## config.mk

```make
export PLATFORM = sky130hd
export DESIGN_NAME = reflectance_color_classifier_core
export DESIGN_NICKNAME = d
export VERILOG_FILES = /design/src/hdl/rcc_pkg.sv /design/src/hdl/reflectance_color_classifier_core.sv /design/src/hdl/rcc_level_match.sv /design/src/hdl/rcc_cal_unit.sv
export VERILOG_INCLUDE_DIRS = /design/src /design/src/hdl
export SDC_FILE = /design/constraint.sdc
export NUM_CORES = 1
export LEC_CHECK = 0
export BUFFER_PORTS_ARGS = -buffer_cell sky130_fd_sc_hd__buf_2
export CORE_MARGIN = 10
export CORE_UTILIZATION = 60
export CTS_BUF_LIST = sky130_fd_sc_hd__clkbuf_8
export DETAILED_ROUTE_END_ITERATION = 10
export PLACE_DENSITY = 0.8
export SETUP_SLACK_MARGIN = 0.15
export SLEW_MARGIN = 10
export SYNTH_ARGS = -nofsm -noshare
export SYNTH_HDL_FRONTEND = slang
export SYNTH_SLANG_ARGS = --single-unit
```

## constraint.sdc

```tcl
create_clock -name clk_i -period 16.2 [get_ports clk_i]
set_clock_uncertainty 0.05 [all_clocks]
set_input_delay 1.62 -clock clk_i [delete_from_list [all_inputs] [get_ports clk_i]]
set_output_delay 1.62 -clock clk_i [all_outputs]
set_load 0.01 [all_outputs]
```

## src/hdl/reflectance_color_classifier_core_defines.svh

```systemverilog
// Assertion macros used by the reflectance colour classifier core.
`ifndef REFLECTANCE_COLOR_CLASSIFIER_CORE_DEFINES_SVH
`define REFLECTANCE_COLOR_CLASSIFIER_CORE_DEFINES_SVH

`ifndef SYNTHESIS
// Check that the property holds on every clock edge outside reset.
`define RCC_ASSERT(label, prop) \
  label: assert property (@(posedge clk_i) disable iff (!rst_ni) (prop)) \
    else $error("rcc assertion failed");
// Check that the condition never occurs on a clock edge outside reset.
`define RCC_ASSERT_NEVER(label, cond) \
  label: assert property (@(posedge clk_i) disable iff (!rst_ni) !(cond)) \
    else $error("rcc forbidden condition seen");
`else
`define RCC_ASSERT(label, prop)
`define RCC_ASSERT_NEVER(label, cond)
`endif

`endif

```

## src/hdl/rcc_pkg.sv

```systemverilog
// Types and constants of the reflectance colour classifier.
package rcc_pkg;

  localparam int unsigned AdcBits    = 10;
  localparam int unsigned NumColors  = 5;
  localparam int unsigned ColorW     = 3;
  localparam int unsigned ClassW     = 3;
  // Samples per calibration run; a power of two, so the average is a shift.
  localparam int unsigned CalSamples = 16;
  localparam int unsigned CntW       = (CalSamples > 1) ? $clog2(CalSamples) : 1;
  localparam int unsigned CalShift   = $clog2(CalSamples);
  localparam int unsigned SumW       = AdcBits + CalShift;

  typedef enum logic {
    CmdClassify  = 1'b0,
    CmdCalibrate = 1'b1
  } cmd_e;

  typedef struct packed {
    cmd_e                cmd;
    logic [ColorW-1:0]   color;
    logic [AdcBits-1:0]  ambient;
    logic [AdcBits-1:0]  lit;
  } in_word_t;

  typedef struct packed {
    logic [AdcBits-1:0]  reflectance;
    logic [ClassW-1:0]   nearest_class;
    logic [AdcBits-1:0]  distance;
    logic                cal_stored;
    logic                cal_rejected;
  } out_word_t;

  typedef logic [NumColors-1:0][AdcBits-1:0] level_tbl_t;

  typedef struct packed {
    logic                en;
    logic [ColorW-1:0]   color;
    logic [AdcBits-1:0]  refl;
  } cal_req_t;

  typedef struct packed {
    logic stored;
    logic rejected;
  } cal_rsp_t;

endpackage

```

## src/hdl/reflectance_color_classifier_core.sv

```systemverilog
// Top level of the reflectance colour classifier: input register, logic, result register.
//
// Usage:
//   Input channel (in_valid_i / in_ready_o / in_word_i) takes one sample pair per
//   word: a command (classify or calibrate), a colour index and the ambient and
//   lit converter samples. Output channel (out_valid_o / out_ready_i /
//   out_word_o) returns one result word per input word, in order.
//   An accepted word passes the input register, then the result register,
//   where out_valid_o rises. Throughput: one word per cycle while the
//   receiver does not stall; the path between the two registers is the
//   reflectance subtract, five parallel distance compares and the
//   calibration accumulate.
//   A calibrate word updates the run state as it moves into the result
//   register, so the next word already sees the new level table.
//   Reset clears the level table, the calibration run and both valid flags.
//   When the receiver stalls, the result register holds its word and the
//   input register fills; in_ready_o drops only once both are occupied.
`include "reflectance_color_classifier_core_defines.svh"

module reflectance_color_classifier_core (
  input  logic               clk_i,
  input  logic               rst_ni,
  input  logic               in_valid_i,
  output logic               in_ready_o,
  input  rcc_pkg::in_word_t  in_word_i,
  output logic               out_valid_o,
  input  logic               out_ready_i,
  output rcc_pkg::out_word_t out_word_o
);
  import rcc_pkg::*;

  logic                in_vld_q;
  in_word_t            in_q;
  logic                out_vld_q;
  out_word_t           out_q, out_d;

  logic                advance;
  logic [AdcBits-1:0]  refl;
  level_tbl_t          levels;
  logic [ClassW-1:0]   match_class;
  logic [AdcBits-1:0]  match_dist;
  cal_req_t            cal_req;
  cal_rsp_t            cal_rsp;

  // Advance the held word whenever the result register is free or draining
  assign advance    = in_vld_q && (!out_vld_q || out_ready_i);
  assign in_ready_o = !in_vld_q || advance;

  // Floor the reflectance at zero
  assign refl = (in_q.lit > in_q.ambient) ? '0 : (in_q.ambient - in_q.lit);

  rcc_level_match u_match (
    .levels_i (levels),
    .refl_i   (refl),
    .class_o  (match_class),
    .dist_o   (match_dist)
  );

  assign cal_req.en    = advance && (in_q.cmd == CmdCalibrate);
  assign cal_req.color = in_q.color;
  assign cal_req.refl  = refl;

  rcc_cal_unit u_cal (
    .clk_i    (clk_i),
    .rst_ni   (rst_ni),
    .req_i    (cal_req),
    .rsp_o    (cal_rsp),
    .levels_o (levels)
  );

  // Assemble the result word
  always_comb begin
    out_d               = '0;
    out_d.reflectance   = refl;
    out_d.cal_stored    = cal_rsp.stored;
    out_d.cal_rejected  = cal_rsp.rejected;
    if (in_q.cmd == CmdClassify) begin
      out_d.nearest_class = match_class;
      out_d.distance      = match_dist;
    end
  end

  // Track occupancy of both registers
  always_ff @(posedge clk_i or negedge rst_ni) begin
    if (!rst_ni) begin
      in_vld_q  <= 1'b0;
      out_vld_q <= 1'b0;
    end else begin
      if (in_ready_o) begin
        in_vld_q <= in_valid_i;
      end
      if (advance) begin
        out_vld_q <= 1'b1;
      end else if (out_ready_i) begin
        out_vld_q <= 1'b0;
      end
    end
  end

  // Capture payloads
  always_ff @(posedge clk_i) begin
    if (in_ready_o && in_valid_i) begin
      in_q <= in_word_i;
    end
    if (advance) begin
      out_q <= out_d;
    end
  end

  assign out_valid_o = out_vld_q;
  assign out_word_o  = out_q;

  // A word never both completes a run and is rejected
  `RCC_ASSERT_NEVER(a_flags_exclusive,
                    out_valid_o && out_word_o.cal_stored && out_word_o.cal_rejected)
  // Calibrate results carry no class or distance
  `RCC_ASSERT(a_cal_no_class,
              (out_valid_o && (out_word_o.cal_stored || out_word_o.cal_rejected)) |->
              (out_word_o.nearest_class == '0 && out_word_o.distance == '0))
  // The class index always names one of the stored levels
  `RCC_ASSERT(a_class_range,
              out_valid_o |-> (out_word_o.nearest_class < ClassW'(NumColors)))
  // A held input word moves on as soon as the result register frees up
  `RCC_ASSERT(a_no_bubble,
              (in_vld_q && !out_vld_q) |=> out_vld_q)

endmodule

```

## src/hdl/rcc_level_match.sv

```systemverilog
// Nearest calibration level search over the five stored levels.
module rcc_level_match (
  input  rcc_pkg::level_tbl_t          levels_i,
  input  logic [rcc_pkg::AdcBits-1:0]  refl_i,
  output logic [rcc_pkg::ClassW-1:0]   class_o,
  output logic [rcc_pkg::AdcBits-1:0]  dist_o
);
  import rcc_pkg::*;

  logic [NumColors-1:0][AdcBits-1:0] lvl_dist;

  // Form the absolute difference to each level in parallel
  always_comb begin
    for (int i = 0; i < NumColors; i++) begin
      lvl_dist[i] = (levels_i[i] > refl_i) ? (levels_i[i] - refl_i) : (refl_i - levels_i[i]);
    end
  end

  // Keep the first strictly smaller distance, so the lowest index wins a tie
  always_comb begin
    class_o = '0;
    dist_o  = lvl_dist[0];
    for (int i = 1; i < NumColors; i++) begin
      if (lvl_dist[i] < dist_o) begin
        class_o = ClassW'(i);
        dist_o  = lvl_dist[i];
      end
    end
  end

endmodule

```

## src/hdl/rcc_cal_unit.sv

```systemverilog
// Calibration run accumulator and level table of the colour classifier.
module rcc_cal_unit (
  input  logic               clk_i,
  input  logic               rst_ni,
  input  rcc_pkg::cal_req_t  req_i,
  output rcc_pkg::cal_rsp_t  rsp_o,
  output rcc_pkg::level_tbl_t levels_o
);
  import rcc_pkg::*;

  level_tbl_t          level_q, level_d;
  logic [SumW-1:0]     run_sum_q, run_sum_d;
  logic [CntW-1:0]     run_cnt_q, run_cnt_d;
  logic [ColorW-1:0]   run_color_q, run_color_d;

  logic                color_ok;
  logic                same_run;
  logic [SumW-1:0]     base_sum;
  logic [CntW-1:0]     base_cnt;
  logic [SumW-1:0]     sum_new;
  logic                run_done;

  assign color_ok = (req_i.color < ColorW'(NumColors));
  assign same_run = (req_i.color == run_color_q);
  assign base_sum = same_run ? run_sum_q : '0;
  assign base_cnt = same_run ? run_cnt_q : '0;
  assign sum_new  = base_sum + SumW'(req_i.refl);
  assign run_done = (base_cnt == CntW'(CalSamples - 1));

  // Reject an out-of-range colour, else accumulate the word, restart on a colour change, store the average when full
  always_comb begin
    level_d      = level_q;
    run_sum_d    = run_sum_q;
    run_cnt_d    = run_cnt_q;
    run_color_d  = run_color_q;
    rsp_o        = '0;
    if (req_i.en) begin
      if (!color_ok) begin
        rsp_o.rejected = 1'b1;
      end else begin
        run_color_d = req_i.color;
        if (run_done) begin
          for (int i = 0; i < NumColors; i++) begin
            if (req_i.color == ColorW'(i)) begin
              level_d[i] = sum_new[SumW-1 -: AdcBits];
            end
          end
          run_sum_d    = '0;
          run_cnt_d    = '0;
          rsp_o.stored = 1'b1;
        end else begin
          run_sum_d = sum_new;
          run_cnt_d = base_cnt + CntW'(1);
        end
      end
    end
  end

  // Hold calibration state
  always_ff @(posedge clk_i or negedge rst_ni) begin
    if (!rst_ni) begin
      level_q     <= '0;
      run_sum_q   <= '0;
      run_cnt_q   <= '0;
      run_color_q <= '0;
    end else begin
      level_q     <= level_d;
      run_sum_q   <= run_sum_d;
      run_cnt_q   <= run_cnt_d;
      run_color_q <= run_color_d;
    end
  end

  assign levels_o = level_q;

endmodule
```

# After elaboration in Yosys (flattened, before gate mapping)
# Index checks and enable logic that the tools add are counted.
[classes] add_sub_neg=13 magnitude_cmp=11 n_eq_ne=6 mux=22 reduce_logical=16
[op_table] operator="10-bit subtractor" n=11
[op_table] operator="10-bit two-way mux" n=10
[op_table] operator="10-bit > comparator" n=6
[op_table] operator="10-bit less-than comparator" n=4
[op_table] operator="14-bit two-way mux" n=2
[op_table] operator="4-bit AND reduction" n=5
[op_table] operator="14-bit by 10-bit adder with 14-bit output" n=1
[op_table] operator="4-bit two-way mux" n=2
[op_table] operator="3-bit by 2-bit equality test with 1-bit output, second input constant" n=2
[op_table] operator="1-bit two-way mux" n=5
[op_table] operator="4-bit by 1-bit adder with 4-bit output, second input constant" n=1
[op_table] operator="4-bit equality test, second input constant" n=1
[op_table] operator="2-bit two-way mux" n=2
[op_table] operator="3-bit by 1-bit equality test with 1-bit output, second input constant" n=1
[op_table] operator="3-bit equality test" n=1
[op_table] operator="3-bit equality test, second input constant" n=1
[op_table] operator="1-bit logical AND" n=3
[op_table] operator="3-bit zero test" n=1
[op_table] operator="3-bit less-than comparator, second input constant" n=1
[op_table] operator="3-bit two-way mux" n=1
[op_table] operator="1-bit zero test" n=2
[op_table] operator="1-bit logical OR" n=2
[op_table] operator="2-bit AND reduction" n=1
[op_table] operator="2-bit nonzero test" n=1
[op_table] operator="2-bit OR reduction" n=1
[totals] ff_bits=122 input_bits=28 output_inout_bits=27 word_cells=88

# Logic depth before layout (Yosys ltp)
[depth] word_depth=12 ltp_mapped=74 ltp_nobuf=68

# By module
# A second synthesis with hierarchy kept.
[hier_totals] cells_unflattened=1258 area_unflattened_um2=11696.2
[modules_own_cells] mod="rcc_level_match" instances=1 cells_per_inst=745 area_per_inst_um2=5880.6 seq_area_each_um2=0.0
[modules_own_cells] mod="rcc_cal_unit" instances=1 cells_per_inst=363 area_per_inst_um2=3606.0 seq_area_each_um2=1776.7
[modules_own_cells] mod="reflectance_color_classifier_core" instances=1 cells_per_inst=150 area_per_inst_um2=2209.6 seq_area_each_um2=1521.5

# Worst setup path after synthesis
# OpenSTA, ideal clock, no wires.
[synth_path] path_type="reg-to-reg" start="register in_q[10] in the netlist's numbering" end="register out_q, in the netlist out_word_o[11], data pin" setup_ps=255 arrival_time_ps=12899 required_ps=15895 path_slack_ps=2995 stages_incl_launch_ff=69 n_path_buf=5 synth_period_minus_slack_ps=13205 path_cell_list="edfxtp_1 > inv_1 > ha_1 > inv_1 > fa_1 > a21o_1 > a21o_1 > a21o_1 > a21oi_1 > o21bai_1 > a21oi_1 > nor2b_1 > o21ai_0 > nand2b_1 > clkbuf_1 > nand2_1 > inv_1 > fa_1 > [33 not listed] > or3_1 > buf_4 > mux2_2 > ha_1 > a21oi_1 > nor2b_1 > o21ai_0 > nand2b_1 > a21oi_1 > nor2b_1 > o21ai_0 > nand2b_1 > a21oi_1 > nand4b_1 > o211ai_2 > buf_6 > nor3_1 > a31o_1"
[synth_lines] element="from (decl)" line_no="reflectance_color_classifier_core.sv:33" text="in_word_t in_q;"
[synth_lines] element="from (signal assigned)" line_no="reflectance_color_classifier_core.sv:103" text="in_q <= in_word_i;"
[synth_lines] element="to (signal assigned)" line_no="reflectance_color_classifier_core.sv:106" text="out_q <= out_d;"
[synth_lines] element="to (decl)" line_no="reflectance_color_classifier_core.sv:35" text="out_word_t out_q, out_d;"

==> run metrics <==
fraction of registers with async set/reset=around three fifths; CTS buffer count=17; starting density of the core=61.8%; Worst Hold Depth=2; Syn. warnings=0; Crit. End Element=flip-flop; clock latency at the later pin of the worst-skew pair=approximately 0.45 ns; Hold Crit Start=u_cal.run_sum_q[0]$_DFFE_PN0P_; Slew Limit Fails=0; die area=around 24000 sq um; WP data arrival=around 15 ns; Post-synth EDFFs=49; Main synth FF type=dfrtp_1; RSZ-0062 raised after global routing=false; fin crit period=roughly 15 ns; Core ar.=17500 sq um; DRC viols=0; Worst R2R End=out_word_o[5]$_SDFFCE_PP0P_; Setup-failing EPs final=0; VDD IR max=0.000318 V; clock tree buffer depth=2; GR Overflow Total=0; synth-to-layout area growth=9.49%; Reg2Reg Depth=67; CTS root buf=clkbuf_8; clock tree from TritonCTS=yes; first-pass GRT wire length=45.4 mm; area share of the largest cell type after synthesis=17.3%; fmax=about 67 MHz; Crit path required time=16.48 ns; Final Hold Viols=0; static leakage=5.61 nW; delay-heaviest family, CP=compound AO/OA/AOI/OAI gates; synth unique cells=81; detailed placement HPWL=approximately 22 mm; DRT Pass-1 Iters=5; WP buf/inv=7; chip height=154 microns; Pwr Density=229 nW/um^2; H-tree lvl count=4; synthesized cell area=10800 sq um; WL final=29.2 mm; antenna violation net count after detailed routing=0; vias per std cell=6.09; Hold Path End=u_cal.run_sum_q[0]$_DFFE_PN0P_; vias in the first global route=8524; FP Rows=48; initial antenna violation count=0; max_slew headroom=33.4%; Die W=154 microns; hold crit path type=flip-flop to flip-flop; syn_nets=about 1400; Seq cells post-synth=~120; area leader, netlist=ha_1; GPL Wtd Cong=0.962; Final nets=1421; CP peak stage delay=around 0.56 ns; # Max-Cap Violations=0; via count=8956; status=completed; highest-delay cell along the critical path=or4_1; CP most frequent cell=a21oi_1; GRT Resource Usage Total=23.8%; initial drt markers=931; CTS Hold Bufs=0; fill count=between 1000 and 1500; clk sinks=122; r2r setup slk=1.30 ns; # port buffers=54; fraction of layout cells with a size suffix above 1=around 14%; Startpoint Class=flip-flop; largest net degree at the start of global routing=74; worst slack at placement=0.532 ns; total negative setup slack=0 ns; Seq/Total Area, Yosys=slightly above 30%; Final period util=between 90% and 100%; clock slew at reported path FFs=0.08 ns; RR Startpoint=in_q[10]$_DFFE_PP_; WS Path Type=flip-flop to flip-flop; final worst slack=1.30 ns; mean post-synth cell area=9.23 sq um; Slew @ Worst Pin=0.990 ns; drt wl/cell=19.9 microns; I/O Pins=55; Inserted Diodes=0; Syn Inst Count=1169; largest cells by area after synthesis=ha_1, dfrtp_1, edfxtp_1; worst-path maximum fanout=14
[flip-flops by register name, summed over array words and instances (netlist names)]
signal             cells
out_valid_o            1
u_cal.run_color_q      3
u_cal.levels_o        50
in_vld_q               1
in_q                  21
cal_req                3
out_word_o            25
u_cal.run_cnt_q        4
u_cal.run_sum_q       14
[worst max-delay path by stage]
stage	from	to	slack (ns)	cells past startpoint
finish	in_q[10]$_DFFE_PP_	out_word_o[5]$_SDFFCE_PP0P_	1.30	67
global route	in_q[10]$_DFFE_PP_	out_word_o[5]$_SDFFCE_PP0P_	0.14	67
CTS	in_q[10]$_DFFE_PP_	out_word_o[3]$_SDFFCE_PP0P_	0.54	64
detailed placement	in_q[10]$_DFFE_PP_	out_word_o[3]$_SDFFCE_PP0P_	0.53	64
global placement	in_q[10]$_DFFE_PP_	out_word_o[3]$_SDFFCE_PP0P_	0.89	65
floorplan	in_q[10]$_DFFE_PP_	out_word_o[11]$_SDFFCE_PP0P_	3.00	68
[per-stage QoR]
step                      area [sq um]  total power (W)  hold WS (ns)  util [%]  std cells
after floorplan                  10800          0.00189         0.390         -       1169
after global placement           11300          0.00221         0.404      64.5       1424
after detailed placement         11300          0.00224         0.415      64.5       1424
after CTS                        11600          0.00252         0.432      66.7       1456
after global routing             11800          0.00291         0.461      67.6       1470
final                            11800          0.00271         0.429      67.6       1470
[tightest hold or removal path: stages (launching register included)]
cell	delay, ns
dfrtp_1	0.34
nand2_1	0.04
o21ai_0	0.06
[routing by layer]
layer	up-vias	global-route usage [%]	share of wire [%]
li1	4279	-	-
met1	4222	32.3	44
met2	394	36.7	45
met3	61	3.74	7.2
met4	0	10.6	3.6
met5	-	0	0
[report_power, final]
part / total [W] / switching [W] / internal [W]
combinational: 0.00204 / 0.00122 / 0.000817
sequential: 0.000398 / 0.0000130 / 0.000385
clock: 0.000276 / 0.000141 / 0.000135
total: 0.00271 / 0.00137 / 0.00134
[layout make-up]
cell class | count | area (sq um) | share of cell area, %
Clock inverter | 12 | 110 | 0.932
Sequential cell | 122 | 3300 | 27.9
Tap cell | 225 | 282 | 2.38
Clock buffer | 20 | 275 | 2.33
Inverter | 119 | 450 | 3.81
Timing Repair Buffer | 73 | 413 | 3.49
Multi-Input combinational cell | 899 | 6990 | 59.2
[cell families (layout without fill, tap and decap cells)]
logic type	count (synthesis)	count (layout)	synth area share [%]
AO/OA/AOI/OAI	311	313	19.3
multiplexers	66	66	6.53
buffers and inverters	150	224	5.45
adder cells (fa/ha/maj)	161	161	19.5
AND/OR/NAND/NOR	302	302	14.0
flip-flops	122	122	30.6
XOR/XNOR	57	57	4.69
[cells in the mapped netlist, types with 24 or more instances]
cell type / number
ha_1: 149
inv_1: 119
nand2_1: 104
o21ai_0: 78
a21oi_1: 74
dfrtp_1: 73
edfxtp_1: 49
nor2_1: 42
xnor2_1: 36
mux2i_1: 34
a21o_1: 33
mux2_2: 31
and2_1: 24
nand3_1: 24
[what timing repair did]
item,in CTS,in global routing
endpoints found under the setup margin,0,13
buffers inserted,0,12
resized for setup,0,13
[layout by cell type, fill, tap and decap left out, types with 23 or more instances in the layout]
| cell type | instances |
|---|---|
| ha_1 | 149 |
| inv_1 | 118 |
| nand2_1 | 101 |
| o21ai_0 | 77 |
| a21oi_1 | 74 |
| dfrtp_1 | 73 |
| buf_2 | 54 |
| edfxtp_1 | 49 |
| nor2_1 | 42 |
| xnor2_1 | 36 |
| mux2i_1 | 34 |
| a21o_1 | 33 |
| mux2_2 | 31 |
| and2_1 | 25 |
| nand3_1 | 24 |
| o21a_1 | 23 |
(Power assumes the default switching activity.)
